==> config.mk <==
export PLATFORM = sky130hd
export DESIGN_NAME = tls_record_deframer_core
export DESIGN_NICKNAME = d
export VERILOG_FILES = /design/src/rtl/trd_pkg.sv /design/src/rtl/trd_parser.sv /design/src/rtl/tls_record_deframer_core.sv
export SDC_FILE = /design/constraint.sdc
export NUM_CORES = 1
export LEC_CHECK = 0
export ABC_CLOCK_PERIOD_IN_PS = 3050
export BUFFER_PORTS_ARGS = -buffer_cell sky130_fd_sc_hd__buf_2
export CORE_MARGIN = 10
export CORE_UTILIZATION = 36
export CTS_BUF_LIST = sky130_fd_sc_hd__clkbuf_4 sky130_fd_sc_hd__clkbuf_8
export DETAILED_ROUTE_END_ITERATION = 10
export SLEW_MARGIN = 25
export SYNTH_ARGS = -nofsm -noshare
export SYNTH_HDL_FRONTEND = slang
export SYNTH_HIERARCHICAL = 1
export SYNTH_SLANG_ARGS = --single-unit
==> constraint.sdc <==
create_clock -name clk -period 3.05 [get_ports clk]
set_input_delay 0.61 -clock clk [delete_from_list [all_inputs] [get_ports clk]]
set_output_delay 0.61 -clock clk [all_outputs]
set_load 0.005 [all_outputs]
==> src/rtl/trd_pkg.sv <==
// Shared types, constants and helpers for the TLS record deframer.
package trd_pkg;

    localparam logic [7:0] TYPE_CCS     = 8'h14;
    localparam logic [7:0] TYPE_ALERT   = 8'h15;
    localparam logic [7:0] TYPE_HS      = 8'h16;
    localparam logic [7:0] TYPE_APPDATA = 8'h17;

    localparam int HEADER_LEN = 5;
    localparam int HDR_IDX_W  = $clog2(HEADER_LEN);

    localparam logic [HDR_IDX_W-1:0] HDR_TYPE    = HDR_IDX_W'(0);
    localparam logic [HDR_IDX_W-1:0] HDR_VER_HI  = HDR_IDX_W'(1);
    localparam logic [HDR_IDX_W-1:0] HDR_VER_LO  = HDR_IDX_W'(2);
    localparam logic [HDR_IDX_W-1:0] HDR_LEN_HI  = HDR_IDX_W'(3);

    typedef logic [1:0] kind_t;

    localparam kind_t KIND_HS      = 2'd0;
    localparam kind_t KIND_CCS     = 2'd1;
    localparam kind_t KIND_APPDATA = 2'd2;
    localparam kind_t KIND_ALERT   = 2'd3;

    typedef enum logic [1:0] {
        PH_HEADER  = 2'd0,
        PH_PAYLOAD = 2'd1,
        PH_HALTED  = 2'd2
    } phase_t;

    typedef struct packed {
        logic [7:0] data_byte;
        logic       new_connection;
    } in_item_t;

    typedef struct packed {
        logic [7:0] payload_byte;
        logic       payload_present;
        logic       last_of_record;
        kind_t      record_kind;
        logic       status;
    } out_item_t;

    typedef struct packed {
        logic  ok;
        kind_t kind;
    } class_t;

    // Map a content-type byte to a record kind; alert is always allowed.
    function automatic class_t classify(input logic [7:0] t, input kind_t expected);
        class_t c;
        c.ok   = 1'b0;
        c.kind = KIND_HS;
        if (t == TYPE_ALERT) begin
            c.ok   = 1'b1;
            c.kind = KIND_ALERT;
        end
        else begin
            unique case (expected)
                KIND_HS:
                begin
                    c.kind = KIND_HS;
                    c.ok   = (t == TYPE_HS);
                end
                KIND_CCS:
                begin
                    c.kind = KIND_CCS;
                    c.ok   = (t == TYPE_CCS);
                end
                KIND_APPDATA:
                begin
                    c.kind = KIND_APPDATA;
                    c.ok   = (t == TYPE_APPDATA);
                end
                default:
                begin
                    c.ok = 1'b0;
                end
            endcase
        end
        return c;
    endfunction

endpackage

==> src/rtl/trd_parser.sv <==
// Record header parser and payload tagger state machine.
module trd_parser (
    input  logic                clk,
    input  logic                rst_n,
    input  logic                fire,
    input  trd_pkg::in_item_t   item,
    input  trd_pkg::kind_t      expected_kind,
    output logic                res_valid,
    output trd_pkg::out_item_t  res
);

    trd_pkg::phase_t                   phase_reg, phase_next;
    logic [trd_pkg::HDR_IDX_W-1:0]     hdr_idx_reg, hdr_idx_next;
    trd_pkg::kind_t                    kind_reg, kind_next;
    logic [7:0]                        len_hi_reg, len_hi_next;
    logic [15:0]                       remain_reg, remain_next;

    trd_pkg::class_t                   cls;
    logic [15:0]                       rec_len;

    assign cls     = trd_pkg::classify(item.data_byte, expected_kind);
    assign rec_len = {len_hi_reg, item.data_byte};

    always_ff @(posedge clk or negedge rst_n)
    begin
        if (!rst_n)
        begin
            phase_reg   <= trd_pkg::PH_HEADER;
            hdr_idx_reg <= '0;
            kind_reg    <= trd_pkg::KIND_HS;
            len_hi_reg  <= '0;
            remain_reg  <= '0;
        end
        else
        begin
            phase_reg   <= phase_next;
            hdr_idx_reg <= hdr_idx_next;
            kind_reg    <= kind_next;
            len_hi_reg  <= len_hi_next;
            remain_reg  <= remain_next;
        end
    end

    always_comb
    begin
        phase_next   = phase_reg;
        hdr_idx_next = hdr_idx_reg;
        kind_next    = kind_reg;
        len_hi_next  = len_hi_reg;
        remain_next  = remain_reg;
        res_valid    = 1'b0;
        res          = '0;
        if (fire)
        begin
            if (item.new_connection)
            begin
                phase_next   = trd_pkg::PH_HEADER;
                hdr_idx_next = '0;
                kind_next    = trd_pkg::KIND_HS;
                len_hi_next  = '0;
                remain_next  = '0;
            end
            else
            begin
                unique case (phase_reg)
                    trd_pkg::PH_HEADER:
                    begin
                        unique case (hdr_idx_reg)
                            trd_pkg::HDR_TYPE:
                            begin
                                if (!cls.ok)
                                begin
                                    phase_next   = trd_pkg::PH_HALTED;
                                    hdr_idx_next = '0;
                                    res_valid    = 1'b1;
                                    res.status   = 1'b1;
                                end
                                else
                                begin
                                    kind_next    = cls.kind;
                                    hdr_idx_next = trd_pkg::HDR_VER_HI;
                                end
                            end
                            trd_pkg::HDR_VER_HI, trd_pkg::HDR_VER_LO:
                            begin
                                hdr_idx_next = hdr_idx_reg + trd_pkg::HDR_IDX_W'(1);
                            end
                            trd_pkg::HDR_LEN_HI:
                            begin
                                len_hi_next  = item.data_byte;
                                hdr_idx_next = hdr_idx_reg + trd_pkg::HDR_IDX_W'(1);
                            end
                            default:
                            begin
                                // low length byte closes the header
                                hdr_idx_next = '0;
                                if (rec_len == 16'd0)
                                begin
                                    res_valid          = 1'b1;
                                    res.last_of_record = 1'b1;
                                    res.record_kind    = kind_reg;
                                end
                                else
                                begin
                                    remain_next = rec_len;
                                    phase_next  = trd_pkg::PH_PAYLOAD;
                                end
                            end
                        endcase
                    end
                    trd_pkg::PH_PAYLOAD:
                    begin
                        remain_next         = remain_reg - 16'd1;
                        res_valid           = 1'b1;
                        res.payload_byte    = item.data_byte;
                        res.payload_present = 1'b1;
                        res.record_kind     = kind_reg;
                        res.last_of_record  = (remain_next == 16'd0);
                        if (remain_next == 16'd0)
                        begin
                            phase_next = trd_pkg::PH_HEADER;
                        end
                    end
                    default:
                    begin
                        // halted: drop bytes until a new connection
                    end
                endcase
            end
        end
    end

    a_halted_silent: assert property (@(posedge clk) disable iff (!rst_n)
        (phase_reg == trd_pkg::PH_HALTED) |-> !res_valid)
        else $error("result produced while halted");

    a_error_halts: assert property (@(posedge clk) disable iff (!rst_n)
        (res_valid && res.status) |=> (phase_reg == trd_pkg::PH_HALTED))
        else $error("type error did not halt parser");

    a_last_to_header: assert property (@(posedge clk) disable iff (!rst_n)
        (res_valid && res.payload_present && res.last_of_record)
            |=> (phase_reg == trd_pkg::PH_HEADER && hdr_idx_reg == '0))
        else $error("last payload byte did not return to header");

    a_payload_count: assert property (@(posedge clk) disable iff (!rst_n)
        (phase_reg == trd_pkg::PH_PAYLOAD) |-> (remain_reg != 16'd0))
        else $error("payload phase with nothing remaining");

endmodule

==> src/rtl/tls_record_deframer_core.sv <==
// Top level of the TLS record deframer: input register, parser, result register.
//
// Takes one stream byte per clock with no bubbles while out_stall is low: an
// accepted transaction is held in the input register, parsed from there once
// the output can advance and, if it yields a result, that result is presented
// from the result register. Header bytes yield nothing except a type error or a
// zero-length record marker; every payload byte yields one result. A stall on
// the output backs up into in_stall only once both registers hold a
// transaction. After a type error the parser drops all bytes until a
// transaction with new_connection set. expected_kind is written through the
// cfg port, which is always ready, and must only change while the block is idle.
module tls_record_deframer_core (
    input  logic                clk,
    input  logic                rst_n,
    input  logic                in_valid,
    output logic                in_stall,
    input  trd_pkg::in_item_t   in_data,
    output logic                out_valid,
    input  logic                out_stall,
    output trd_pkg::out_item_t  out_data,
    input  logic                cfg_valid,
    output logic                cfg_ready,
    input  trd_pkg::kind_t      cfg_data
);

    logic                 in_valid_reg, in_valid_next;
    trd_pkg::in_item_t    in_item_reg;
    logic                 out_valid_reg, out_valid_next;
    trd_pkg::out_item_t   out_item_reg;
    trd_pkg::kind_t       expected_kind_reg;

    logic                 advance;
    logic                 fire;
    logic                 in_take;
    logic                 res_valid;
    trd_pkg::out_item_t   res;

    assign advance   = !out_valid_reg || !out_stall;
    assign fire      = in_valid_reg && advance;
    assign in_stall  = in_valid_reg && !advance;
    assign in_take   = in_valid && !in_stall;
    assign cfg_ready = 1'b1;
    assign out_valid = out_valid_reg;
    assign out_data  = out_item_reg;

    always_comb
    begin
        in_valid_next = in_valid_reg;
        if (in_take)
        begin
            in_valid_next = 1'b1;
        end
        else if (fire)
        begin
            in_valid_next = 1'b0;
        end
        out_valid_next = out_valid_reg;
        if (advance)
        begin
            out_valid_next = fire && res_valid;
        end
    end

    always_ff @(posedge clk or negedge rst_n)
    begin
        if (!rst_n)
        begin
            in_valid_reg      <= 1'b0;
            out_valid_reg     <= 1'b0;
            expected_kind_reg <= trd_pkg::KIND_HS;
        end
        else
        begin
            in_valid_reg  <= in_valid_next;
            out_valid_reg <= out_valid_next;
            if (cfg_valid && cfg_ready)
            begin
                expected_kind_reg <= cfg_data;
            end
        end
    end

    always_ff @(posedge clk)
    begin
        if (in_take)
        begin
            in_item_reg <= in_data;
        end
        if (fire && res_valid)
        begin
            out_item_reg <= res;
        end
    end

    trd_parser u_parser (
        .clk           (clk),
        .rst_n         (rst_n),
        .fire          (fire),
        .item          (in_item_reg),
        .expected_kind (expected_kind_reg),
        .res_valid     (res_valid),
        .res           (res)
    );

endmodule
=== Yosys cells after proc, flatten, opt, wreduce, memory -nomap -nowiden ===
Index checks and enable logic that the tools add are counted.

* Register bits after elaboration: 57
* Bits of input ports: 16
* Logic and storage cells: 103

* Add/sub/neg operators: 2
* Eq/ne operators: 16
* Muxes and demuxes: 36
* Bitwise logic cells: 4
* Reduce and logical (&&, ||, !) cells: 30

{| class="wikitable"
|+ Operator list
! operator !! count
|-
| $mux 16 || 3
|-
| $eq 8x5->1 const B || 4
|-
| $logic_not 16->1 || 2
|-
| $pmux 16 s2 || 1
|-
| $mux 8 || 3
|-
| $mux 2 || 8
|-
| $sub 16x1->16 const B || 1
|-
| $mux 3 || 5
|-
| $pmux 2 s2 || 3
|-
| $pmux 3 s2 || 2
|-
| $reduce_bool 2->1 || 5
|-
| $ne 3x3->1 const B || 3
|-
| $mux 1 || 8
|-
| $ne 4x4->1 const B || 2
|-
| $reduce_and 4->1 || 2
|-
| $reduce_or 4->1 || 2
|-
| $eq 3x2->1 const B || 2
|-
| $reduce_and 6->1 || 1
|-
| $reduce_or 3->1 || 2
|-
| $eq 2x1->1 const B || 2
|-
| $logic_and 1x1->1 || 4
|-
| $logic_not 1->1 || 4
|-
| $logic_not 2->1 || 2
|-
| $not 1->1 || 4
|-
| other kinds (12) || 13
|}

=== Logic depth before layout (Yosys ltp) ===
Gate-level depths: netlist of run 1.

* Depth after elaboration: 9
* Gate-level depth with buffers: 9
* Depth with buffers taken out: 8

=== Cells and area by module ===
Netlist of run 1, hierarchy kept.

{| class="wikitable"
|+ By module, submodules not included
! module !! times used !! cells an instance !! area an instance (um2)
|-
| trd_parser || 1 || 274 || 2253.4
|-
| tls_record_deframer_core || 1 || 39 || 838.3
|}

=== Worst setup path before layout of run 1 ===
Ideal clock, no wire load.

* Path type: register to register
* Start: register u_parser/hdr_idx_reg[0] in the netlist's numbering
* End: register out_item_reg, in the netlist out_data[0] (enable)
* Library setup time: 0.387 ns
* Arrival time: 2.305 ns
* Setup slack: 0.358 ns
* Stages on the path, launching flop included: 9
* Clock period less this slack: 2.692 ns
* Cell sequence: dfrtp_1 -> inv_1 -> ha_1 -> o41ai_2 -> nand2_1 -> a21oi_1 -> or2_2 -> nand2_1 -> a21oi_1

* Word-level cells in the longest chain between the ends: 7

{| class="wikitable"
|+ RTL lines
! what !! line !! source
|-
| from (decl) || trd_parser.sv:13 || <nowiki>logic [trd_pkg::HDR_IDX_W-1:0] hdr_idx_reg, hdr_idx_next;</nowiki>
|-
| from (signal assigned) || trd_parser.sv:37 || <nowiki>hdr_idx_reg <= hdr_idx_next;</nowiki>
|-
| $eq 3x1->1 or $eq 3x2->1 (tied branches) || trd_parser.sv:68 || <nowiki>unique case (hdr_idx_reg)</nowiki>
|-
| $reduce_or 3->1 (no line) || -- ||
|-
| $pmux 1 s2 * || trd_parser.sv:68 ||
|-
| $pmux 1 s2 * || trd_parser.sv:65 || <nowiki>unique case (phase_reg)</nowiki>
|-
| $mux 1 * || trd_parser.sv:55 || <nowiki>if (item.new_connection)</nowiki>
|-
| $mux 1 * || trd_parser.sv:53 || <nowiki>if (fire)</nowiki>
|-
| named net res_valid || tls_record_deframer_core.sv:35 || <nowiki>logic res_valid;</nowiki>
|-
| $logic_and 1x1->1 * || tls_record_deframer_core.sv:89 || <nowiki>if (fire && res_valid)</nowiki>
|-
| to (signal assigned) || tls_record_deframer_core.sv:91 || <nowiki>out_item_reg <= res;</nowiki>
|-
| to (decl) || tls_record_deframer_core.sv:29 || <nowiki>trd_pkg::out_item_t out_item_reg;</nowiki>
|}

Mark *: on every way through the listed nets, which the timed path passes. The rest lies on a longest branch.
A chain may end at the register's enable or synchronous reset.

=== Final worst setup path of run 1 ===
* Start: register u_parser.remain_reg[0]
* End: register out_item_reg, in the netlist out_data[3] (data pin)

* Word-level cells in the longest chain between the ends: 3

{| class="wikitable"
|+ RTL lines
! what !! line !! source
|-
| from (decl) || trd_parser.sv:16 || <nowiki>logic [15:0] remain_reg, remain_next;</nowiki>
|-
| from (signal assigned) || trd_parser.sv:40 || <nowiki>remain_reg <= remain_next;</nowiki>
|-
| $sub 16x1->16 || trd_parser.sv:113 || <nowiki>remain_next = remain_reg - 16'd1;</nowiki>
|-
| $logic_not 16->1 || trd_parser.sv:118 || <nowiki>res.last_of_record = (remain_next == 16'd0);</nowiki>
|-
| $pmux 3 s2 || trd_parser.sv:65 ||
|}

No other way between the ends.

==> flow_summary.json, run 1 <==
{
  "status": "completed",
  "cp.arrival_ps": 2780,
  "areaGrowthSynthToFinish_pct": 14.5,
  "grt_antenna_before_repair": 0,
  "period_minus_slack_ps": 2590,
  "final_area_sq_um": 3540,
  "cp_slowest_cell": "dfrtp_1",
  "synth_edf_count": 22,
  "routed_wl_um": 7800,
  "maxCapViolCount": 0,
  "async_flop_share_pct": 61.4,
  "p_per_area_nw_per_um2": 915,
  "rsz0062_at_grt": "no",
  "ant_nets": 0,
  "grt_pass1_wl_um": 13200,
  "remaining_drc_errors": 0,
  "clkLatencyLatePin_ps": 330,
  "skew_ps": 6.07,
  "layout_setup_ws_ps": 461,
  "cts_resized": 0,
  "syn_inst": 313,
  "diodes": 0,
  "cts.htree.levels": 3,
  "ff2ff_setup_slack_ps": 460,
  "routedWlPerCell_um": 17.1,
  "timing.critical_path.from": "u_parser/remain_reg[0]$_DFFE_PN0P_",
  "ys.flop_type": "dfrtp_1",
  "finalCritPeriodShare_pct": 84.9,
  "gp_congestion": 0.881,
  "drtIter0Drc": 163,
  "root_buffer": "clkbuf_8",
  "p_total_uw": 3240,
  "syn_area_sq_um": 3090,
  "timing.rr.start": "u_parser/remain_reg[0]$_DFFE_PN0P_",
  "hold_viol": 0,
  "fmax_mhz": 386,
  "die_area_sq_um": 12700,
  "dpl_cell_area_sq_um": 3350,
  "fin_tns_setup_ps": 0,
  "crit_fanout": 9,
  "finalSetupViolations": 0,
  "largest_register_ffs": 16,
  "drive_gt1_share_pct": 19.1,
  "max_stage_delay_ps": 480,
  "cts_tree": "built",
  "relSlewSlack_pct": 45.3,
  "path_cells": "inv_1 > ha_1 > nor3b_2 > nand4_1 > xnor2_1 > nand4bb_1 > or2_1 > a21boi_1",
  "worstRegToRegCells": 8,
  "start_util_pct": 37.3,
  "cts_made_buffers": 9,
  "place_hpwl_um": 5620,
  "vias": 2601,
  "ys_seq_elements": 57,
  "yosysUniqueCellTypes": 62,
  "place_ws_ps": 529,
  "grt_overflow_total": 0,
  "syn_area_per_cell_sq_um": 9.88,
  "grt_pass1_vias": 2587,
  "crit_required_ps": 3240,
  "num_rows": 33,
  "critical_path_class": "flip-flop to flip-flop",
  "die_w_um": 113,
  "clkSinkCount": 57,
  "p_leak_uw": 0.00151,
  "cts.clk_slew.worst_paths_ps": 70,
  "vias_per_cell": 5.70,
  "slew_viol_final": 0,
  "cts_max_path_buffers": 2,
  "worstSetupStartpointType": "flip-flop",
  "grt_usage_pct": 12.6,
  "hold_class": "input port to async pin",
  "firstDrtPassIters": 5,
  "ys_warn_count": 6,
  "cts_setup_buffers": 0,
  "io_pins": 32,
  "seq_area_frac_synth_pct": 49.7,
  "grt_max_degree": 36,
  "worst_pin_slew_ps": 814,
  "cts_hold_buf": 0,
  "r2r_end": "out_data[3]$_DFFE_PP_",
  "peakVddDrop_v": 0.000354,
  "end_kind": "flip-flop",
  "core_area_sq_um": 8300,
  "place.port_buffers": 30,
  "die_y_um": 113,
  "syn-num-nets": 335,
  "nets": 368,
  "crit_path_end": "out_data[3]$_DFFE_PP_"
}
[critical path, delay by kind of cell (launching register included)]
family	cells	cell delay, ps
AOI/OAI and AO/OA	1	140
xor gates and xnor gates	1	180
DFF	1	480
and+or+nand+nor	4	1170
buffers and inverters	1	140
adders and majority gates	1	320
[worst min path at each step]
stage / startpoint / to / slack [ps] / depth (start not counted)
3_3_place_gp: u_parser/kind_reg[0]$_DFFE_PN0P_ / u_parser/kind_reg[0]$_DFFE_PN0P_ / 490 / 1
3_5_place_dp: u_parser/kind_reg[0]$_DFFE_PN0P_ / u_parser/kind_reg[0]$_DFFE_PN0P_ / 490 / 1
2_1_floorplan: rst_n / expected_kind_reg[0]$_DFFE_PN0P_ / 310 / 0
5_1_grt: in_data[0] / in_item_reg[0]$_DFFE_PP_ / 430 / 1
6_report: rst_n / u_parser/remain_reg[13]$_DFFE_PN0P_ / 360 / 1
4_1_cts: rst_n / u_parser/remain_reg[2]$_DFFE_PN0P_ / 400 / 1
[layer usage]
metal	routed length, um	share of wire, %	track usage, %	vias to the layer above
met5	0	0	0	-
met1	3580	46	16.5	1276
met4	117	1.5	4.74	0
met2	3610	46	18.9	93
li1	-	-	-	1220
met3	493	6.3	4.05	12
[per-stage QoR]
stage / util, % / cells / hold WS [ps]
2_1_floorplan: - / 313 / 314
3_3_place_gp: 40.4 / 440 / 489
3_5_place_dp: 40.4 / 440 / 490
4_1_cts: 42.7 / 456 / 396
5_1_grt: 42.7 / 456 / 432
6_report: 42.7 / 456 / 360
[cell usage in the layout (no fill, tap or decap), drive strengths merged, types with 2 or more instances in the layout]
master	n
a21oi	18
a22o	7
a22oi	4
a31oi	6
and2	13
and3	4
buf	38
clkbuf	10
clkinv	4
dfrtp	35
edfxtp	22
ha	6
inv	9
mux2	4
nand2	31
nand2b	3
nand3	4
nand3b	2
nand4	7
nor2	26
nor2b	5
nor3	7
nor3b	3
nor4	14
o21ai	33
o21bai	2
o22ai	3
o31ai	3
o41ai	2
or2	4
xnor2	2
[layout make-up]
cell class | instances | area, sq um
Inverter | 9 | 33.8
Sequential cell | 57 | 1540
Clock inverter | 6 | 58.8
Timing Repair Buffer | 38 | 210
Multi-Input combinational cell | 231 | 1440
Fill cell | 815 | 4760
Clock buffer | 10 | 131
Tap cell | 105 | 131
[synthesized netlist by cell type, types with 3 or more instances]
cell type	count	area, sq um
dfrtp_1	35	876
nand2_1	31	116
nor2_1	26	97.6
edfxtp_1	22	661
o21ai_0	21	105
a21oi_1	17	85.1
and2_1	13	81.3
nor4_1	12	75.1
o21ai_1	12	60.1
inv_1	8	30.0
a22o_1	7	61.3
a31oi_1	6	37.5
clkbuf_1	6	22.5
ha_1	6	75.1
nand4_1	6	37.5
nor3_1	6	30.0
nor2b_1	5	31.3
a22oi_1	4	30.0
and3_1	4	25.0
buf_2	4	20.0
mux2_2	4	45.0
nand3_1	4	20.0
nand2b_1	3	18.8
o22ai_1	3	18.8
o31ai_1	3	22.5
[where the power goes]
part | internal [uW] | switching [uW]
Sequential | 931 | 204
Clock | 380 | 304
Combinational | 569 | 852
Total | 1880 | 1360
[logic make-up after synthesis]
logic type                 count (synthesis)  share of synthesized area (%)
AOI/OAI and AO/OA                         89                           18.5
xor gates and xnor gates                   3                          0.850
adders and majority gates                  6                           2.43
buffers and inverters                     25                           3.76
DFF                                       57                           49.7
muxes                                      5                           1.78
other                                      1                          0.121
and+or+nand+nor                          127                           22.8
(Power assumes the default switching activity.)
==> run 2: changes to the inputs <==
--- a/config.mk
+++ b/config.mk
@@ -5,7 +5,7 @@
 export SDC_FILE = /design/constraint.sdc
 export NUM_CORES = 1
 export LEC_CHECK = 0
-export ABC_CLOCK_PERIOD_IN_PS = 3050
+export ABC_CLOCK_PERIOD_IN_PS = 2500
 export BUFFER_PORTS_ARGS = -buffer_cell sky130_fd_sc_hd__buf_2
 export CORE_MARGIN = 10
 export CORE_UTILIZATION = 36
==> constraint.sdc (replaced) <==
create_clock -name clk -period 2.5 [get_ports clk]
set_input_delay 0.5 -clock clk [delete_from_list [all_inputs] [get_ports clk]]
set_output_delay 0.5 -clock clk [all_outputs]
set_load 0.005 [all_outputs]
==> run 2 against run 1 <==
  * Non-clock buffer count grew 13
  * Sequential share of layout area shrank 1.8 points
  * Hold slack worse by 110 ps
  * Combinational power grew 37%
  * Total power up 31%
  * Global-route usage down 0.10 points
  * Flip-flop and latch count stayed put
  * Count of clock-buffer cells in the layout did not move
  * Critical endpoint is now out_data[11]$_DFFE_PP_
  * Largest cell class unchanged
  * Highest routed layer unchanged
==> flow_summary.json, run 2 (synthesized netlist as in run 1, its figures left out) <==
{
  "firstDrtPassIters": 5,
  "cts.clk_slew.worst_paths_ps": 70,
  "grt_max_degree": 36,
  "max_stage_delay_ps": 420,
  "crit_required_ps": 2550,
  "multi_input_area_sq_um": 1450,
  "path_buf_inv": 2,
  "post-route-util_pct": 44.5,
  "areaGrowthSynthToFinish_pct": 19.5,
  "drtIter0Drc": 239,
  "cts_max_path_buffers": 2,
  "place.port_buffers": 30,
  "p_per_area_nw_per_um2": 1150,
  "drive_gt1_share_pct": 22.8,
  "grt_pass1_vias": 2502,
  "final_common_cell": "dfrtp_1",
  "place_hpwl_um": 5740,
  "core_area_sq_um": 8300,
  "remaining_drc_errors": 0,
  "path_cells": "inv_1 > ha_1 > o41ai_2 > nand2_1 > a21oi_2 > or2_2 > nand2_1 > a21oi_2 > buf_12",
  "io_pins": 32,
  "routedWlPerCell_um": 16.8,
  "root_buffer": "clkbuf_8",
  "status": "completed",
  "period_minus_slack_ps": 2340,
  "register_area_sq_um": 1540,
  "gp_congestion": 0.832,
  "cts_tree": "built",
  "holdWs_ps": 248,
  "num_rows": 33,
  "grt_usage_pct": 12.5,
  "final_cell_mix": "dfrtp_1, nand2_1, buf_2, nor2_1, edfxtp_1",
  "crit_fanout": 13,
  "hold_class": "input port to async pin",
  "grt_overflow_total": 0,
  "hold_viol": 0,
  "cts_hold_buf": 0,
  "skew_ps": 6.81,
  "fmax_mhz": 427,
  "largest_register_ffs": 16,
  "crit_family": "compound AO/OA/AOI/OAI gates",
  "die_y_um": 113,
  "peakVddDrop_v": 0.000386,
  "worstSetupStartpointType": "flip-flop",
  "ff2ff_setup_slack_ps": 160,
  "grt_antenna_before_repair": 0,
  "critical_path_class": "flip-flop to flip-flop",
  "ant_nets": 0,
  "vias": 2573,
  "slew_viol_final": 0,
  "cp.arrival_ps": 2400,
  "routed_wl_um": 7880,
  "cts_made_buffers": 9,
  "nets": 381,
  "start_util_pct": 37.3,
  "worst_pin_slew_ps": 793,
  "clkLatencyLatePin_ps": 340,
  "cp_slowest_cell": "dfrtp_1",
  "die_w_um": 113,
  "vias_per_cell": 5.49,
  "grt_pass1_wl_um": 13000,
  "maxCapViolCount": 0,
  "p_leak_uw": 0.00159,
  "finalCritPeriodShare_pct": 93.7,
  "cts.htree.levels": 3,
  "relSlewSlack_pct": 47.1,
  "p_total_uw": 4250,
  "filler_cell_count": 788,
  "end_kind": "flip-flop",
  "die_area_sq_um": 12700,
  "diodes": 0,
  "clkSinkCount": 57,
  "finalSetupViolations": 0
}
-- run 2: repair_timing --
| action | in CTS | in global routing |
|---|---|---|
| setup buffers | 0 | 3 |
| resized for setup | 0 | 1 |
| endpoints found under the setup margin | 0 | 19 |
-- run 2: worst paths after layout --
| check | start | to | cells past startpoint |
|---|---|---|---|
| setup reg to reg | u_parser/hdr_idx_reg[0]$_DFFE_PN0P_ | out_data[11]$_DFFE_PP_ | 9 |
| min in group clk | in_data[1] | in_item_reg[1]$_DFFE_PP_ | 1 |
| hold reg to reg | u_parser/kind_reg[1]$_DFFE_PN0P_ | u_parser/kind_reg[1]$_DFFE_PN0P_ | 1 |
| hold / removal | rst_n | u_parser/remain_reg[14]$_DFFE_PN0P_ | 1 |
| setup / recovery | u_parser/hdr_idx_reg[0]$_DFFE_PN0P_ | out_data[11]$_DFFE_PP_ | 9 |
| max in group asynchronous | rst_n | in_valid_reg$_DFFE_PN0P_ | 1 |
-- run 2: per-stage QoR --
step                setup WS [ps]  TNS, ps  instances  cell area, sq um
finish                        157        0        469              3690
global route                -12.2    -89.8        469              3690
CTS                           130        0        466              3660
detailed placement            138        0        450              3440
global placement              226        0        450              3440
floorplan                    88.8        0        313              3100
-- run 2: power by group --
group	switching, uW	total, uW	internal (uW)
Sequential	220	1360	1140
Combinational	1110	1950	839
Clock	377	944	567
Total	1700	4250	2540
-- run 2: layer usage --
metal	share of wire (%)	GRT usage [%]	wire length [um]
met1	47	17.0	3680
met2	47	18.7	3730
met3	5.2	3.73	411
met4	0.72	3.47	57
met5	0	0	0
-- run 2: area by class of cell --
type | count | area share, %
Timing Repair Buffer | 51 | 9.01
Clock buffer | 10 | 3.56
Multi-Input combinational cell | 231 | 39.1
Sequential cell | 57 | 41.6
Tap cell | 105 | 3.56
Inverter | 9 | 0.914
Clock inverter | 6 | 2.24
-- run 2: worst reg2reg max path: cells and delay by family, from the launching register on --
kind	cells	cell delay, ps
flip-flops	1	420
buffers and inverters	2	260
AO/OA/AOI/OAI	3	770
adder cells (fa/ha/maj)	1	250
AND/OR/NAND/NOR	3	350
